## src/rtl/core/cpsc_pkg.sv

```systemverilog
// Shared types and constants for the cross power spectrum block.
// No dependencies; every other file but cpsc_ram imports this package.
`default_nettype none
package cpsc_pkg;

  localparam int MAX_ROW_LEN = 64;
  localparam int MAX_ROWS    = 64;
  localparam int STORE_DEPTH = MAX_ROW_LEN * MAX_ROWS;

  localparam int ADDR_W   = $clog2(STORE_DEPTH);
  localparam int COL_W    = $clog2(MAX_ROW_LEN);
  localparam int ROW_W    = $clog2(MAX_ROWS);
  localparam int CFG_W    = 7;
  localparam int CFG_IDX_W = 2;
  localparam int SAMPLE_W = 16;
  localparam int WORD_W   = 2 * SAMPLE_W;
  localparam int PROD_W   = 17;
  localparam int MUL_W    = 2 * SAMPLE_W;
  localparam int ACC_W    = MUL_W + 2;
  localparam int FRAC_SHIFT = 15;

  localparam int QDEPTH = 4;
  localparam int QPTR_W = $clog2(QDEPTH);
  localparam int QCNT_W = $clog2(QDEPTH + 1);

  localparam logic OP_LOAD = 1'b0;
  localparam logic OP_CORR = 1'b1;

  localparam logic [CFG_IDX_W-1:0] REG_ROW_LENGTH   = 2'd0;
  localparam logic [CFG_IDX_W-1:0] REG_ROW_COUNT    = 2'd1;
  localparam logic [CFG_IDX_W-1:0] REG_CENTER_ENABLE = 2'd2;

  typedef struct packed {
    logic [CFG_W-1:0] row_length;
    logic [CFG_W-1:0] row_count;
    logic             center_enable;
  } cfg_t;

  typedef struct packed {
    logic signed [SAMPLE_W-1:0] ref_re;
    logic signed [SAMPLE_W-1:0] ref_im;
    logic signed [SAMPLE_W-1:0] s_re;
    logic signed [SAMPLE_W-1:0] s_im;
    logic                       negate;
    logic                       last;
  } job_t;

  typedef struct packed {
    logic              valid;
    logic [QCNT_W-1:0] count;
  } q_stat_t;

endpackage
`default_nettype wire

```

## src/rtl/core/cpsc_queue.sv

```systemverilog
// Short job queue between front and back ends.
// Depends on cpsc_pkg.
`default_nettype none
module cpsc_queue import cpsc_pkg::*; (
  input  wire logic clk,
  input  wire logic rst,
  input  wire logic push,
  input  wire job_t push_job,
  input  wire logic pop,
  output q_stat_t   stat,
  output job_t      head
);

  job_t              mem [QDEPTH];
  logic [QPTR_W-1:0] wr_ptr, rd_ptr;
  logic [QCNT_W-1:0] count;

  always_ff @(posedge clk) begin
    if (rst) begin
      wr_ptr <= '0;
      rd_ptr <= '0;
      count  <= '0;
    end else begin
      if (push) begin
        wr_ptr <= wr_ptr + QPTR_W'(1);
      end
      if (pop) begin
        rd_ptr <= rd_ptr + QPTR_W'(1);
      end
      case ({push, pop})
        2'b10:   count <= count + QCNT_W'(1);
        2'b01:   count <= count - QCNT_W'(1);
        default: count <= count;
      endcase
    end
  end

  always_ff @(posedge clk) begin
    if (push) begin
      mem[wr_ptr] <= push_job;
    end
  end

  assign stat.valid = (count != '0);
  assign stat.count = count;
  assign head       = mem[rd_ptr];

endmodule
`default_nettype wire

```

## config.mk

```make
export PLATFORM = sky130hd
export DESIGN_NAME = cpsc_queue
export DESIGN_NICKNAME = d
export VERILOG_FILES = /design/src/rtl/core/cpsc_pkg.sv /design/src/rtl/core/cpsc_queue.sv
export SDC_FILE = /design/constraint.sdc
export NUM_CORES = 1
export LEC_CHECK = 0
export BUFFER_PORTS_ARGS = -buffer_cell sky130_fd_sc_hd__buf_2
export CORE_ASPECT_RATIO = 0.8
export CORE_MARGIN = 1.5
export CORE_UTILIZATION = 50
export CTS_BUF_LIST = sky130_fd_sc_hd__clkbuf_8 sky130_fd_sc_hd__clkbuf_16
export DETAILED_ROUTE_END_ITERATION = 10
export PLACE_DENSITY = 0.86
export SLEW_MARGIN = 10
export SYNTH_ARGS = -nofsm -noshare
export SYNTH_HDL_FRONTEND = slang
export SYNTH_SLANG_ARGS = --single-unit
```

## constraint.sdc

```tcl
create_clock -name clk -period 2.6 [get_ports clk]
set_clock_uncertainty 0.15 [all_clocks]
set_input_delay 0.39 -clock clk [delete_from_list [all_inputs] [get_ports clk]]
set_output_delay 0.39 -clock clk [all_outputs]
set_load 0.05 [all_outputs]
```

Yosys cells after proc, flatten, opt, wreduce, memory -nomap -nowiden
Memories as Yosys holds them, arrays and structs flattened. A register that Yosys moved wholly into a read port is not among the register bits.
Index checks and enable logic that the tools add are counted.
W data, S select, Z words.
- register bits: 7
- latch bits: 0
- bits in writable memories: 264
- memory bits (read-only): 0
- bits of input ports: 70
- output and inout port bits: 70
- logic and storage cells: 17
- memories kept: 1
- add/subtract/negate cells: 4
- multipliers: 0
- div/mod/pow operators: 0
- $lt $le $gt $ge: 0
- eq/ne operators: 2
- shift operators: 0
- mux-type cells: 5
- bitwise gates (word level): 0
- reduce and logical (&&, ||, !) cells: 2
- memory list (name ; words ; width ; rd ports ; clocked after Yosys merged registers in ; wr ports ; RTL line ; RTL):
    mem ; 4 ; 66 ; 1 ; 1 ; 1 ; cpsc_queue.sv:14 ; job_t mem [QDEPTH];
- operators with widths (kind ; count):
    $pmux W3 S2 ; 1
    $add A2 B1 Y2 const B ; 2
    $mux W2 ; 2
    $add A3 B1 Y3 const B ; 1
    $reduce_bool A3 Y1 ; 1
    $sub A3 B1 Y3 const B ; 1
    $eq A2 B1 Y1 const B ; 1
    $eq A2 B2 Y1 const B ; 1
    $mux W1 ; 2
    $reduce_bool A2 Y1 ; 1

Longest topological paths before layout
Gate-level depths: netlist of run 1.
- depth in word-level cells: 3
- depth in mapped cells: 7
- depth with buffers taken out: 7

Worst setup path before layout of run 1
OpenSTA, ideal clock, no wires.
- path type: reg2reg
- from: register wr_ptr[0]
- to: memory mem[0][0] (netlist bit) (enable)
- library setup time: 0.431 ns
- arrival time: 2.093 ns
- slack: -0.073 ns
- stages on the path, launching flop included: 4
- buffers on the path: 0
- path through: dfxtp_1 > inv_1 > ha_1 > and2_1
- RTL lines (element ; RTL line ; RTL):
    start: declaration ; cpsc_queue.sv:15 ; logic [QPTR_W-1:0] wr_ptr, rd_ptr;
    start signal: assignment ; cpsc_queue.sv:25 ; wr_ptr <= wr_ptr + QPTR_W'(1);
    end: declaration ; cpsc_queue.sv:14 ;
No word-level cell before the write port.

==> impl_summary.md, run 1 <==
Floorplanning
The core area is between 0.015 and 0.02 mm^2. The count of boundary I/O pins is 140. The die covers about 0.021 mm^2. The placement row count is 45. The die is roughly 160 um wide. The effective utilization at floorplan is 51.7%. The die is about 130 um tall.

CTS
The total number of clock tree sinks is ~270. The clock tree root driver cell is clkbuf_16. Counting the buffers created by CTS gives 27.

TritonCTS built the clock tree. The clock transition time at the flip-flop clock pins of the worst setup and hold paths is roughly 0.060 ns. CTS built an H-tree with a depth of 1.

The largest buffer count on any clock path is 3. The insertion delay to the later sink of the worst-skew pair is 0.52 ns.

Critical path
The cell family with the largest share of critical-path delay is multiplexers. The worst setup path is captured at an output pin. The sum of buffers and inverters on the critical path is 2. The slack of the worst reg-to-reg path is 0.78 ns. The critical-path cell with the highest stage delay is mux4_2. The start of the worst register-to-register path is wr_ptr[0]. The endpoint identified for the worst register-to-register timing path is mem[2][6]. The required time at the endpoint of the critical path is 2.06 ns. Counting cells, the worst reg-to-reg path comes to 4. The maximum single-stage delay on the critical path is around 0.53 ns. The maximum fanout encountered on the critical timing path is 16. The kind of start point of the critical path is a flop. Traced cell by cell, the critical path runs through buf_12, mux4_2, buf_2. The critical path is of the flop to output pin type.

For the worst setup path, the data arrival time is 1.98 ns.

Power
Internal power comes to around 8 mW. The share of total power dissipated in the clock network is 37.1%. The areal power density over the cells is ~840 mW/mm^2.

The sequential share of power is about half. Net switching is between 20% and 30% of the power. The worst voltage drop across the vdd grid is 0.585 mV.

The portion of total power attributed to combinational logic is 14.8%. For this design the total switching power over the nets is between 2 and 3 mW. The design draws between 10 and 15 mW. The static leakage is between 4 and 5 nW.

Synth
Counting flops and latches in the post-synthesis netlist gives approximately 270. After synthesis, the share of flip-flops with an asynchronous set or reset is 0%. The distinct cell type count after synthesis is 19. The sequential share of the synthesized area is between 80% and 90%. In this run the cell area of the synthesized design comes to between 0.009 and 0.01 mm^2.

The mean post-synth cell area is 25.5 um^2. For this run, the leading register cell type out of synthesis is edfxtp_1. The gate count after technology mapping is 390.

The count of flip-flops with a built-in enable after synthesis is 264. Counting every net in the synthesized netlist gives around 470. The synthesis warning total is 0.

GRT
The via count of the first global-routing pass came to approximately 5300. The residual overflow from global routing is 0. The pin count of the biggest net entering global routing is 44. Global routing used a little under a fifth of the available tracks across all layers. The first global-routing pass estimated around 30 mm of wire. The number of antenna violations at the first check in global routing was 0.

STA
In this run the tightest slew margin relative to its limit is between 70% and 80%. The final critical-path required period is ~2.5 ns. The transition time at the pin with the least slew margin is approximately 0.40 ns. Of the available clock period, the critical path in the final layout requires 97.0%. Setup repair after global routing could not meet its margin everywhere. Setup violations remaining at the end of the flow were counted as 0. The final worst setup slack is 0.0777 ns. The count of final hold-check violations is 0.

The maximum clock rate is 396 MHz. The final hold slack is between 0.03 and 0.04 ns. The final-layout setup total negative slack is 0 ns. The count of final max-slew check failures is 0.

Hold path
In this run the worst hold path is classified as primary input to flop. The path with the worst hold slack has its endpoint at rd_ptr[0]. The cell depth of the worst min-delay path is 3. The startpoint of the tightest hold check path is pop.

Route
The via count is 4850. The count of nets left with antenna violations once routing finished came out at 0. The detailed-route wire length is around 19 mm. The first-pass detailed-route iteration total is 4. The detailed-route vias per instance is 5.34. After detailed routing, the number of remaining DRC violations is 0. Dividing the detail-routed wire length by the instance count gives ~21 um. The number of DRC markers after the initial detailed-route iteration is 380.

Job
The number of max-cap violations is 0.

Place
Once placement completed, the tool counted placed cells totaling slightly below 800. The post-detailed-placement half-perimeter wirelength is between 10 and 15 mm. At the end of routability-driven placement, the weighted congestion stood at between 0.7 and 0.8. The standard cell area after detailed placement is about 0.011 mm^2. Port buffering added ~140 buffers.

The pre-CTS worst setup slack is roughly 0.48 ns.

Layout
After filler insertion, the fill cell instance count of the layout stands at between 1000 and 1500. After the last flow step, the layout net total stands at slightly above 700. The non-filler instance count after layout is 908.

Summing all non-filler instances in the final layout gives an area of 0.0127 mm^2. Cells with a size suffix above 1 make up 41.5% of the layout. Compared with the post-synthesis result, the final layout area differs by 28.2%.

The final standard cell utilization of the core is 66.2%. The number of inserted diodes is 0.

Status
The flow ran to the end, and the final reports show no timing, DRC or antenna violations.
-- routing by layer --
metal / vias to the layer above / global-route usage (%) / wire length, um
li1: 2132 / - / -
met1: 2524 / 25.6 / 8240
met2: 162 / 32.8 / 9820
met3: 32 / 4.03 / 1000
met4: 0 / 4.47 / 331
met5: - / 0 / 0
-- tightest hold or removal path, stage by stage --
cell     delay, ns
buf_2         0.11
xnor2_1       0.09
nor2_1        0.08
-- sequential cells by signal, summed over array words and instances, names as in the netlist, named ones only --
signal  count
mem       264
wr_ptr      2
count       3
rd_ptr      2
-- repair_timing --
action | in CTS | in global routing
gates resized for setup | 1 | 5
cloned | 0 | 1
hold buffers | 67 | 0
buffers inserted | 2 | 1
endpoints found under the setup margin | 47 | 19
hold endpoints to repair | 273 | 0
-- synth_stat cells, types with 2 or more instances --
| cell type | count | share of area [%] |
|---|---|---|
| buf_2 | 5 | 0.25 |
| buf_4 | 2 | 0.15 |
| edfxtp_1 | 264 | 80 |
| ha_1 | 5 | 0.63 |
| a21oi_1 | 2 | 0.10 |
| clkbuf_1 | 3 | 0.11 |
| buf_6 | 5 | 0.57 |
| nor2_1 | 8 | 0.30 |
| dfxtp_1 | 9 | 1.8 |
| mux4_2 | 66 | 15 |
| xor2_1 | 3 | 0.26 |
| xnor2_1 | 2 | 0.18 |
| or3_1 | 2 | 0.13 |
| inv_1 | 6 | 0.23 |
| and2_1 | 4 | 0.25 |
-- layout by cell type (no fill, tap or decap), drive strengths merged, types with 3 or more instances in the layout --
cell	Yosys	final
mux4	66	66
clkbuf	3	33
inv	6	14
ha	5	5
buf	12	157
nor2	8	8
clkinv	0	6
edfxtp	264	264
xor2	3	3
dfxtp	9	9
and2	4	4
dlygate4sd3	0	67
bufinv	0	4
-- area by class of cell --
cell class	count	area (um^2)	area share [%]
inverter	6	22.5	0.177
multi-input combinational	96	1720	13.5
clock buffer	32	744	5.84
tap	258	323	2.53
sequential	273	8120	63.7
timing repair buffer	225	1640	12.8
clock inverter	18	185	1.45
-- logic make-up after synthesis --
family | share of synthesized area [%]
xor+xnor | 0.440
mux | 15.0
buf+inv | 1.31
compound gates | 0.151
fa+ha+maj | 0.830
flops | 81.5
simple gates | 0.717
-- power by group through the flow --
| stage | Clock, mW | Sequential [mW] | Combinational (mW) |
|---|---|---|---|
| after floorplan | 0 | 5.20 | 1.07 |
| after global placement | 0 | 5.20 | 1.45 |
| after detailed placement | 0 | 5.22 | 1.48 |
| after CTS | 4.03 | 5.13 | 1.57 |
| after global routing | 4.20 | 5.14 | 1.66 |
| final | 3.96 | 5.12 | 1.58 |
-- worst max path at each step --
stage          startpoint  endpoint  slack [ns]  cells after the start
3_5_place_dp         flop  head[28]        0.48                      3
4_1_cts              flop  head[31]      0.0004                      3
5_1_grt              flop  head[11]       -0.02                      3
3_3_place_gp         flop  head[28]        0.50                      3
2_1_floorplan    count[1]  count[2]        0.59                      5
6_report             flop   head[9]        0.08                      3
(Power assumes the default switching activity.)
==> inputs of run 2 (changes only) <==
--- a/config.mk
+++ b/config.mk
@@ -11,7 +11,8 @@
 export CORE_UTILIZATION = 50
 export CTS_BUF_LIST = sky130_fd_sc_hd__clkbuf_8 sky130_fd_sc_hd__clkbuf_16
 export DETAILED_ROUTE_END_ITERATION = 10
-export PLACE_DENSITY = 0.86
+export PLACE_DENSITY = 0.83
+export SETUP_SLACK_MARGIN = 0.2
 export SLEW_MARGIN = 10
 export SYNTH_ARGS = -nofsm -noshare
 export SYNTH_HDL_FRONTEND = slang
==> constraint.sdc (replaced) <==
create_clock -name clk -period 2.33 [get_ports clk]
set_clock_uncertainty 0.15 [all_clocks]
set_input_delay 0.3495 -clock clk [delete_from_list [all_inputs] [get_ports clk]]
set_output_delay 0.3495 -clock clk [all_outputs]
set_load 0.05 [all_outputs]
==> run 2 against run 1 <==
  * The flow now finishes with violations (negative setup slack)
  * Register-to-register slack lost 0.28 ns
  * Final cell count shrank 0.11%
  * Via count grew 0.47%
  * Die area is the same
  * Critical endpoint is now head[45]
  * Largest cell class unchanged
  * Highest routed layer unchanged
==> impl_summary.md, run 2 (synthesis results as in run 1) <==
Status
The run finished, with violations left. The final reports fail on negative setup slack.

Critical path
STA classifies the critical path startpoint as a flop. At the worst endpoint, the required time is 1.83 ns. STA puts the critical path data arrival time at between 1.5 and 2 ns. The critical path start-end classification is flop to output pin. On the worst path, the slowest cell contributes a delay of around 0.53 ns.

The capturing element type of the critical path is an output pin. Together, buffers and inverters on the worst path number 3. The critical path goes through buf_12, buf_16, mux4_2, buf_6.

For this design, the slowest cell found on the critical path is mux4_2. In this run the worst path has a maximum fanout of 9. The kind of cell with the highest combined delay along the critical path is multiplexers.

Hold path
The class of the tightest hold or removal check is primary input to flop.

GRT
Global routing finished with a remaining overflow of 0. The first-pass GRT wire length is 30.7 mm. The number of antenna violations at the first check in global routing is 0. Entering global routing, the biggest net connects 39 pins. The via count of the first global-routing pass came to 5361.

Global routing consumed, over all layers together, 20.0% of the routing resources.

CTS
The clock transition time at the flip-flop clock pins of the worst setup and hold paths is approximately 0.060 ns. Clock latency on the worst-skew pair, taken at its later pin, is ~0.5 ns. TritonCTS built the clock tree. The H-tree depth reported by CTS is 1. The total number of clock tree sinks is between 200 and 300. The largest buffer count on any clock path is 3.

Buffers inserted during clock tree synthesis total 25. In this run the clock root is driven by a clkbuf_16.

Floorplanning
The initial utilization of the core area, before any placement, comes to ~52%. The width of the die is between 150 and 200 um. The die covers just over 0.02 mm^2. The core area is 0.0193 mm^2. The placement row count is between 40 and 50.

between 100 and 150 I/O pins were placed. The die is 129 um tall.

Route
For this run, the detailed router's first-pass iteration total came to 4. In this run the remaining antenna-violating nets after routing total 0. The detailed-route wire length is about 20 mm. The routed wire length per instance is about 22 um. The number of DRC markers after the initial detailed-route iteration is approximately 360.

The number of DRC violations after detailed routing is 0. The detailed router placed 4873 vias in this run. The detailed-route vias per instance is about 5.4.

Layout
The flip-flop count of the largest register, all copies and words added is 264. In the final layout, the registers with the most flip-flops are mem (264), count (3). Leaving out fill and tap cells, the most frequent cells in the layout are edfxtp_1 (264), buf_2 (73), dlygate4sd3_1 (67), mux4_2 (66), buf_6 (64). The register with the most flip-flops in the final layout is mem. The number of inserted diodes is 0. The library cell used most frequently in the layout, excluding fill and tap cells, is edfxtp_1. Cells with a size suffix above 1 make up approximately 40% of the layout. Excluding fillers, the count of instances in the completed layout stands at a little over 900. At the end of the flow, the number of nets in the layout was about 710. From synthesis to final layout, the design area changed by 33.5%.

Power
In this run the power density over the cells is 878 mW/mm^2. The worst voltage drop across the vdd grid is approximately 0.68 mV. The static leakage is around 4.6 nW.

Job
The number of max-cap violations is 0.

Place
The number of buffers inserted by port buffering is roughly 140. The congestion estimate from routability-driven global placement came to ~0.69. The post-detailed-placement half-perimeter wirelength is about 11 mm. The post-placement cell count is ~780.

STA
Setup repair after global routing could not meet its margin everywhere. In this run the tightest slew margin relative to its limit is between 70% and 80%. The final setup violation count is 66. For the pin with the worst max-slew slack, the measured transition is 0.317 ns. The final critical-path required period is approximately 2.4 ns.

The count of final hold-check violations is 0. The fraction of the cycle the final worst path needs is 104%. The maximum clock rate is 412 MHz.

The final hold slack is just under 0.03 ns. The count of final max-slew check failures came to 0. The final worst setup slack is -0.0965 ns.
==> run 2: final timing paths <==
| check | cells after the start | slack [ns] | endpoint | startpoint |
|---|---|---|---|---|
| min reg2reg | 2 | 0.40 | flop | rd_ptr[0] |
| max | 4 | -0.1 | head[45] | flop |
| max reg2reg | 5 | 0.50 | count[2] | count[0] |
| min | 3 | 0.03 | flop | pop |
==> run 2: routing by layer <==
metal | share of wire (%) | vias to the layer above | GRT usage (%) | wire length (um)
li1 | - | 2141 | - | -
met1 | 41 | 2529 | 25.4 | 8360
met2 | 53 | 169 | 36.6 | 10700
met3 | 4.4 | 34 | 3.30 | 889
met4 | 1.9 | 0 | 4.58 | 396
met5 | 0 | - | 0 | 0
==> run 2: power by group <==
part	internal [mW]	switching, mW	total [mW]
Combinational	0.906	1.26	2.17
Clock	2.16	1.64	3.79
Sequential	5.63	0.0674	5.70
==> run 2: layout make-up <==
class | count | area (um^2)
flip-flops and latches | 273 | 8120
fillers | 1144 | 5980
repair buffers | 230 | 2340
multi-input cells | 96 | 1720
clock buffers | 25 | 626
well taps | 258 | 323
clock inverters | 19 | 131
inverters | 6 | 22.5
==> run 2: repair_timing <==
action / CTS / global route
hold buffers: 67 / 0
resized for setup: 145 / 0
buffers inserted: 3 / 0
endpoints found under the hold margin: 273 / 0
cloned: 7 / 2
setup endpoints to repair: 66 / 66
==> run 2: tightest hold or removal path, delay by kind of cell <==
| kind | cells | cell delay, ns |
|---|---|---|
| XOR/XNOR | 1 | 0.10 |
| AND/OR/NAND/NOR | 1 | 0.07 |
| buffers and inverters | 1 | 0.13 |
==> run 2: stage by stage <==
stage	util [%]	instance area, um^2	setup slack, ns	TNS, ns	total power, mW
2_1_floorplan	-	9950	0.323	0	7.01
3_3_place_gp	57.7	11100	0.332	0	7.41
3_5_place_dp	57.7	11100	0.225	0	7.47
4_1_cts	68.7	13200	-0.134	-6.05	11.7
5_1_grt	68.9	13300	-0.146	-7.44	12.0
6_report	68.9	13300	-0.0965	-4.25	11.7
==> inputs of run 3 (changes only) <==
--- a/config.mk
+++ b/config.mk
@@ -5,6 +5,7 @@
 export SDC_FILE = /design/constraint.sdc
 export NUM_CORES = 1
 export LEC_CHECK = 0
+export ABC_AREA = 1
 export BUFFER_PORTS_ARGS = -buffer_cell sky130_fd_sc_hd__buf_2
 export CORE_ASPECT_RATIO = 0.8
 export CORE_MARGIN = 1.5
==> run 3 against run 2 <==
  * Global-route usage grew 4.2 points
  * Via count up 41%
  * Fmax increased by 4.7%
  * Worst setup slack better by 0.11 ns
  * The flow now finishes without violations
  * First-iteration DRC count up 100%
  * Core utilization shrank 0.25 points
  * Largest power group unchanged
  * Clock power is 3% higher
  * Critical path type unchanged
  * Sequential cell count did not move
  * Wire length up 35%
  * Final cell count up 34%
  * Die area up 8.6%
  * Combinational power increased by 4%
==> impl_summary.md, run 3 <==
Status
The run finished with clean final reports.

Synth
The top cell type by area accounts for around three quarters of the synthesized area. The cell type with the highest aggregate area in the netlist is edfxtp_1. The sequential share of the synthesized area is 74.9%. Synthesis produced between 600 and 700 cells. The count of flip-flops with a built-in enable after synthesis is 264. After synthesis, the cell types taking the most area are edfxtp_1 (73%), o21ai_0 (5.7%), o22ai_2 (4.6%), nor2_4 (4.2%), nor2_1 (3.1%). The Yosys step of the flow raised 0 warnings. In this run the cell area of the synthesized design comes to 0.0108 mm^2. The proportion of register bits with asynchronous set or reset after synthesis is 0%.

The register bit total from synthesis is ~270. The distinct cell type count after synthesis is 24. The most common cell in the synthesized netlist is edfxtp_1.

After synthesis, the most frequently instantiated cells are edfxtp_1 (264), o21ai_0 (124), nor2_1 (89), nor2_4 (40), o22ai_2 (40). The mean post-synth cell area is between 15 and 20 um^2. The total nets after synthesis is around 770. The most used flip-flop cell after synthesis is edfxtp_1.

Route
The remaining antenna violation count after routing is 0. Summed over all layers, the routed wires come to ~27 mm. The top routing layer in use is met4. Summed over all nets, wire length on met3 after detailed routing comes to 2.17 mm.

For this block, wires on met1 add up to roughly 11 mm. The number of DRC violations after detailed routing is 0. In this run, the number of DRC markers left after iteration 0 of detailed routing was 720. After detailed routing, the average wire length per cell comes to around 23 um.

The first-pass detailed-route iteration total is 5. The routed wire length on met2 is 13.5 mm. The detailed-route vias per instance is 5.69. The via count is between 6000 and 7000.

Floorplanning
The total area inside the core boundary comes to 0.0209 mm^2. In this run the core area contains 47 standard-cell rows. For this design the top-level I/O count stands at 140. Measured along the y axis, the die boundary spans 135 um. The die is ~170 um wide. The die covers between 0.02 and 0.025 mm^2. The initial utilization of the core area, before any placement, comes to 51.7%.

Critical path
The critical path start-end classification is flop to output pin. STA puts the critical path data required time at approximately 1.8 ns. In this run the register-to-register setup slack is about 0.67 ns. The critical path data arrival time is approximately 1.8 ns. The worst setup path is captured at an output pin. Along the worst path, the maximum fanout reaches 12. The kind of start point of the critical path is a flop.

The number of cells on the worst reg-to-reg path is 4. The start of the worst register-to-register path is wr_ptr[0]. In this run the critical register-to-register path is captured at mem[3][17].

Power
In this run the power density over the cells is between 800 and 900 mW/mm^2. The worst voltage drop across the vdd grid is between 0.6 and 0.7 mV. The static leakage is 5.11 nW.

GRT
The via count of the first global-routing pass is 7140. The first-pass GRT wire length is around 41 mm. The number of antenna violations at the first check in global routing came to 0. The pin count of the biggest net entering global routing is 45. Across every metal layer, demand over resource in global routing totals 24.2%. Summed over all layers, the global routing overflow is 0.

CTS
TritonCTS built the clock tree. The H-tree depth reported by CTS is 1. The tree is rooted in a clkbuf_16. The largest buffer count on any clock path is 3. The clock reaches the later pin of the worst-skew pair after 0.52 ns. The tree built by TritonCTS fans out to 273 sinks. Counting the buffers created by CTS gives 26. The clock transition time at the flip-flop clock pins of the worst setup and hold paths is ~0.060 ns.

Hold path
In this run the worst hold path is classified as primary input to flop. Along the worst hold path, the cell count comes to 4. The worst hold endpoint is rd_ptr[0].

The startpoint of the tightest hold check path is pop.

Layout
The register containing the most flip-flops in the final layout is mem. The total of fill cells in the finished design is ~1300. The post-layout net count is between 900 and 1000. The library cell used most frequently in the layout, excluding fill and tap cells, is edfxtp_1. The post-layout instance area is 0.0144 mm^2. The library cells used most frequently in the layout, excluding fill and tap cells, are edfxtp_1 (264), nor2_1 (84), buf_2 (73), o21ai_0 (69), dlygate4sd3_1 (66).

The non-filler instance count after layout is ~1200. The number of inserted diodes is 0. The share of post-route cells with drive strength above 1 is a little under two fifths. The layout-stage area growth over the synthesis result is 32.9%. In the final layout, the registers with the most flip-flops are mem (264), count (3). The register with the most flip-flops in the layout has between 200 and 300 of them.

Job
Across the run, the number of max-cap violations was 0.

STA
The final critical-path required period is 2.32 ns. The final setup violation count is 0. The count of final hold-check violations is 0. The relative slew slack is approximately 64%. The transition time at the pin with the least slew margin is 0.533 ns. In the finished design, the share of the clock period the worst path needs comes to roughly 99%.

Timing would allow up to ~430 MHz. Setup repair after global routing could not meet its margin everywhere. The count of final max-slew check failures is 0.

Place
The count of buffers added on input and output ports is approximately 140. The post-placement cell count is about 1100. The post-detailed-placement half-perimeter wirelength is 12.4 mm. The congestion estimate from routability-driven global placement came to 0.720. The standard cell area after detailed placement is about 0.012 mm^2.
-- run 3: changes by cell type after synthesis, sizes merged, moves of 8 or more --
| cell | previous run | this run |
|---|---|---|
| nor2 | 8 | 135 |
| inv | 6 | 18 |
| mux4 | 66 | 0 |
| clkbuf | 3 | 22 |
| buf | 12 | 20 |
| nand2 | 1 | 9 |
| o21ai | 1 | 138 |
| o22ai | 0 | 66 |
-- run 3: repair_timing --
item / 4_1_cts / 5_1_grt
endpoints found under the hold margin: 264 / 0
endpoints found under the setup margin: 66 / 66
buffers inserted: 4 / 0
cloned: 13 / 3
pin swaps: 2 / 9
hold buffers: 66 / 0
gates resized for setup: 178 / 43
-- run 3: stage by stage --
stage,setup TNS [ns],utilization [%],setup WS [ns],total power [mW],hold slack [ns]
global placement,0,57.0,0.396,7.40,0.294
CTS,0,68.0,0.00840,11.8,0.0304
floorplan,0,-,0.203,7.00,0.262
detailed placement,0,57.0,0.367,7.44,0.286
finish,0,68.7,0.0126,11.8,0.0532
global route,-0.184,68.7,-0.0237,12.2,0.0846
-- run 3: where the power goes --
| group | leakage (nW) | internal [mW] | total [mW] | switching [mW] |
|---|---|---|---|---|
| combinational | 2.19 | 0.816 | 2.25 | 1.43 |
| clock | 0.411 | 2.16 | 3.91 | 1.75 |
| sequential | 2.50 | 5.61 | 5.67 | 0.0642 |
| total | 5.11 | 8.58 | 11.8 | 3.25 |
-- run 3: final cells by class --
cell class / count / area, um^2 / share of cell area [%]
Clock buffer: 29 / 703 / 4.89
Clock inverter: 18 / 86.3 / 0.600
Inverter: 18 / 98.8 / 0.687
Multi-Input combinational cell: 362 / 2520 / 17.5
Sequential cell: 273 / 8120 / 56.4
Tap cell: 269 / 337 / 2.34
Timing Repair Buffer: 241 / 2510 / 17.4
Timing Repair inverter: 1 / 16.3 / 0.113
-- run 3: worst max-delay path by stage --
| stage | cells past startpoint | to | slack, ns | from |
|---|---|---|---|---|
| finish | 6 | head[45] | 0.01 | flop |
| global route | 6 | head[40] | -0.02 | flop |
| CTS | 6 | head[9] | 0.008 | flop |
| detailed placement | 5 | head[1] | 0.37 | flop |
| global placement | 4 | head[48] | 0.40 | flop |
| floorplan | 4 | mem[0][0] | 0.20 | wr_ptr[0] |
-- run 3: logic make-up after synthesis --
family                   after synthesis  share of synthesized area (%)
AO/OA/AOI/OAI                        209                           12.9
AND/OR/NAND/NOR                      147                           8.06
flip-flops                           273                           74.9
adder cells (fa/ha/maj)                6                          0.763
buffers and inverters                 60                           3.36
-- run 3: critical path, cell delays in order (launching register included) --
cell     delay, ns
dfxtp_4       0.38
buf_12        0.15
inv_16        0.10
buf_16        0.15
o21ai_1       0.08
o22ai_1       0.19
buf_4         0.24
-- run 3: layer usage --
layer	global-route usage, %	up-vias
met2	41.5	316
met5	0	-
met1	32.0	3450
li1	-	3083
met4	6.01	0
met3	4.95	45
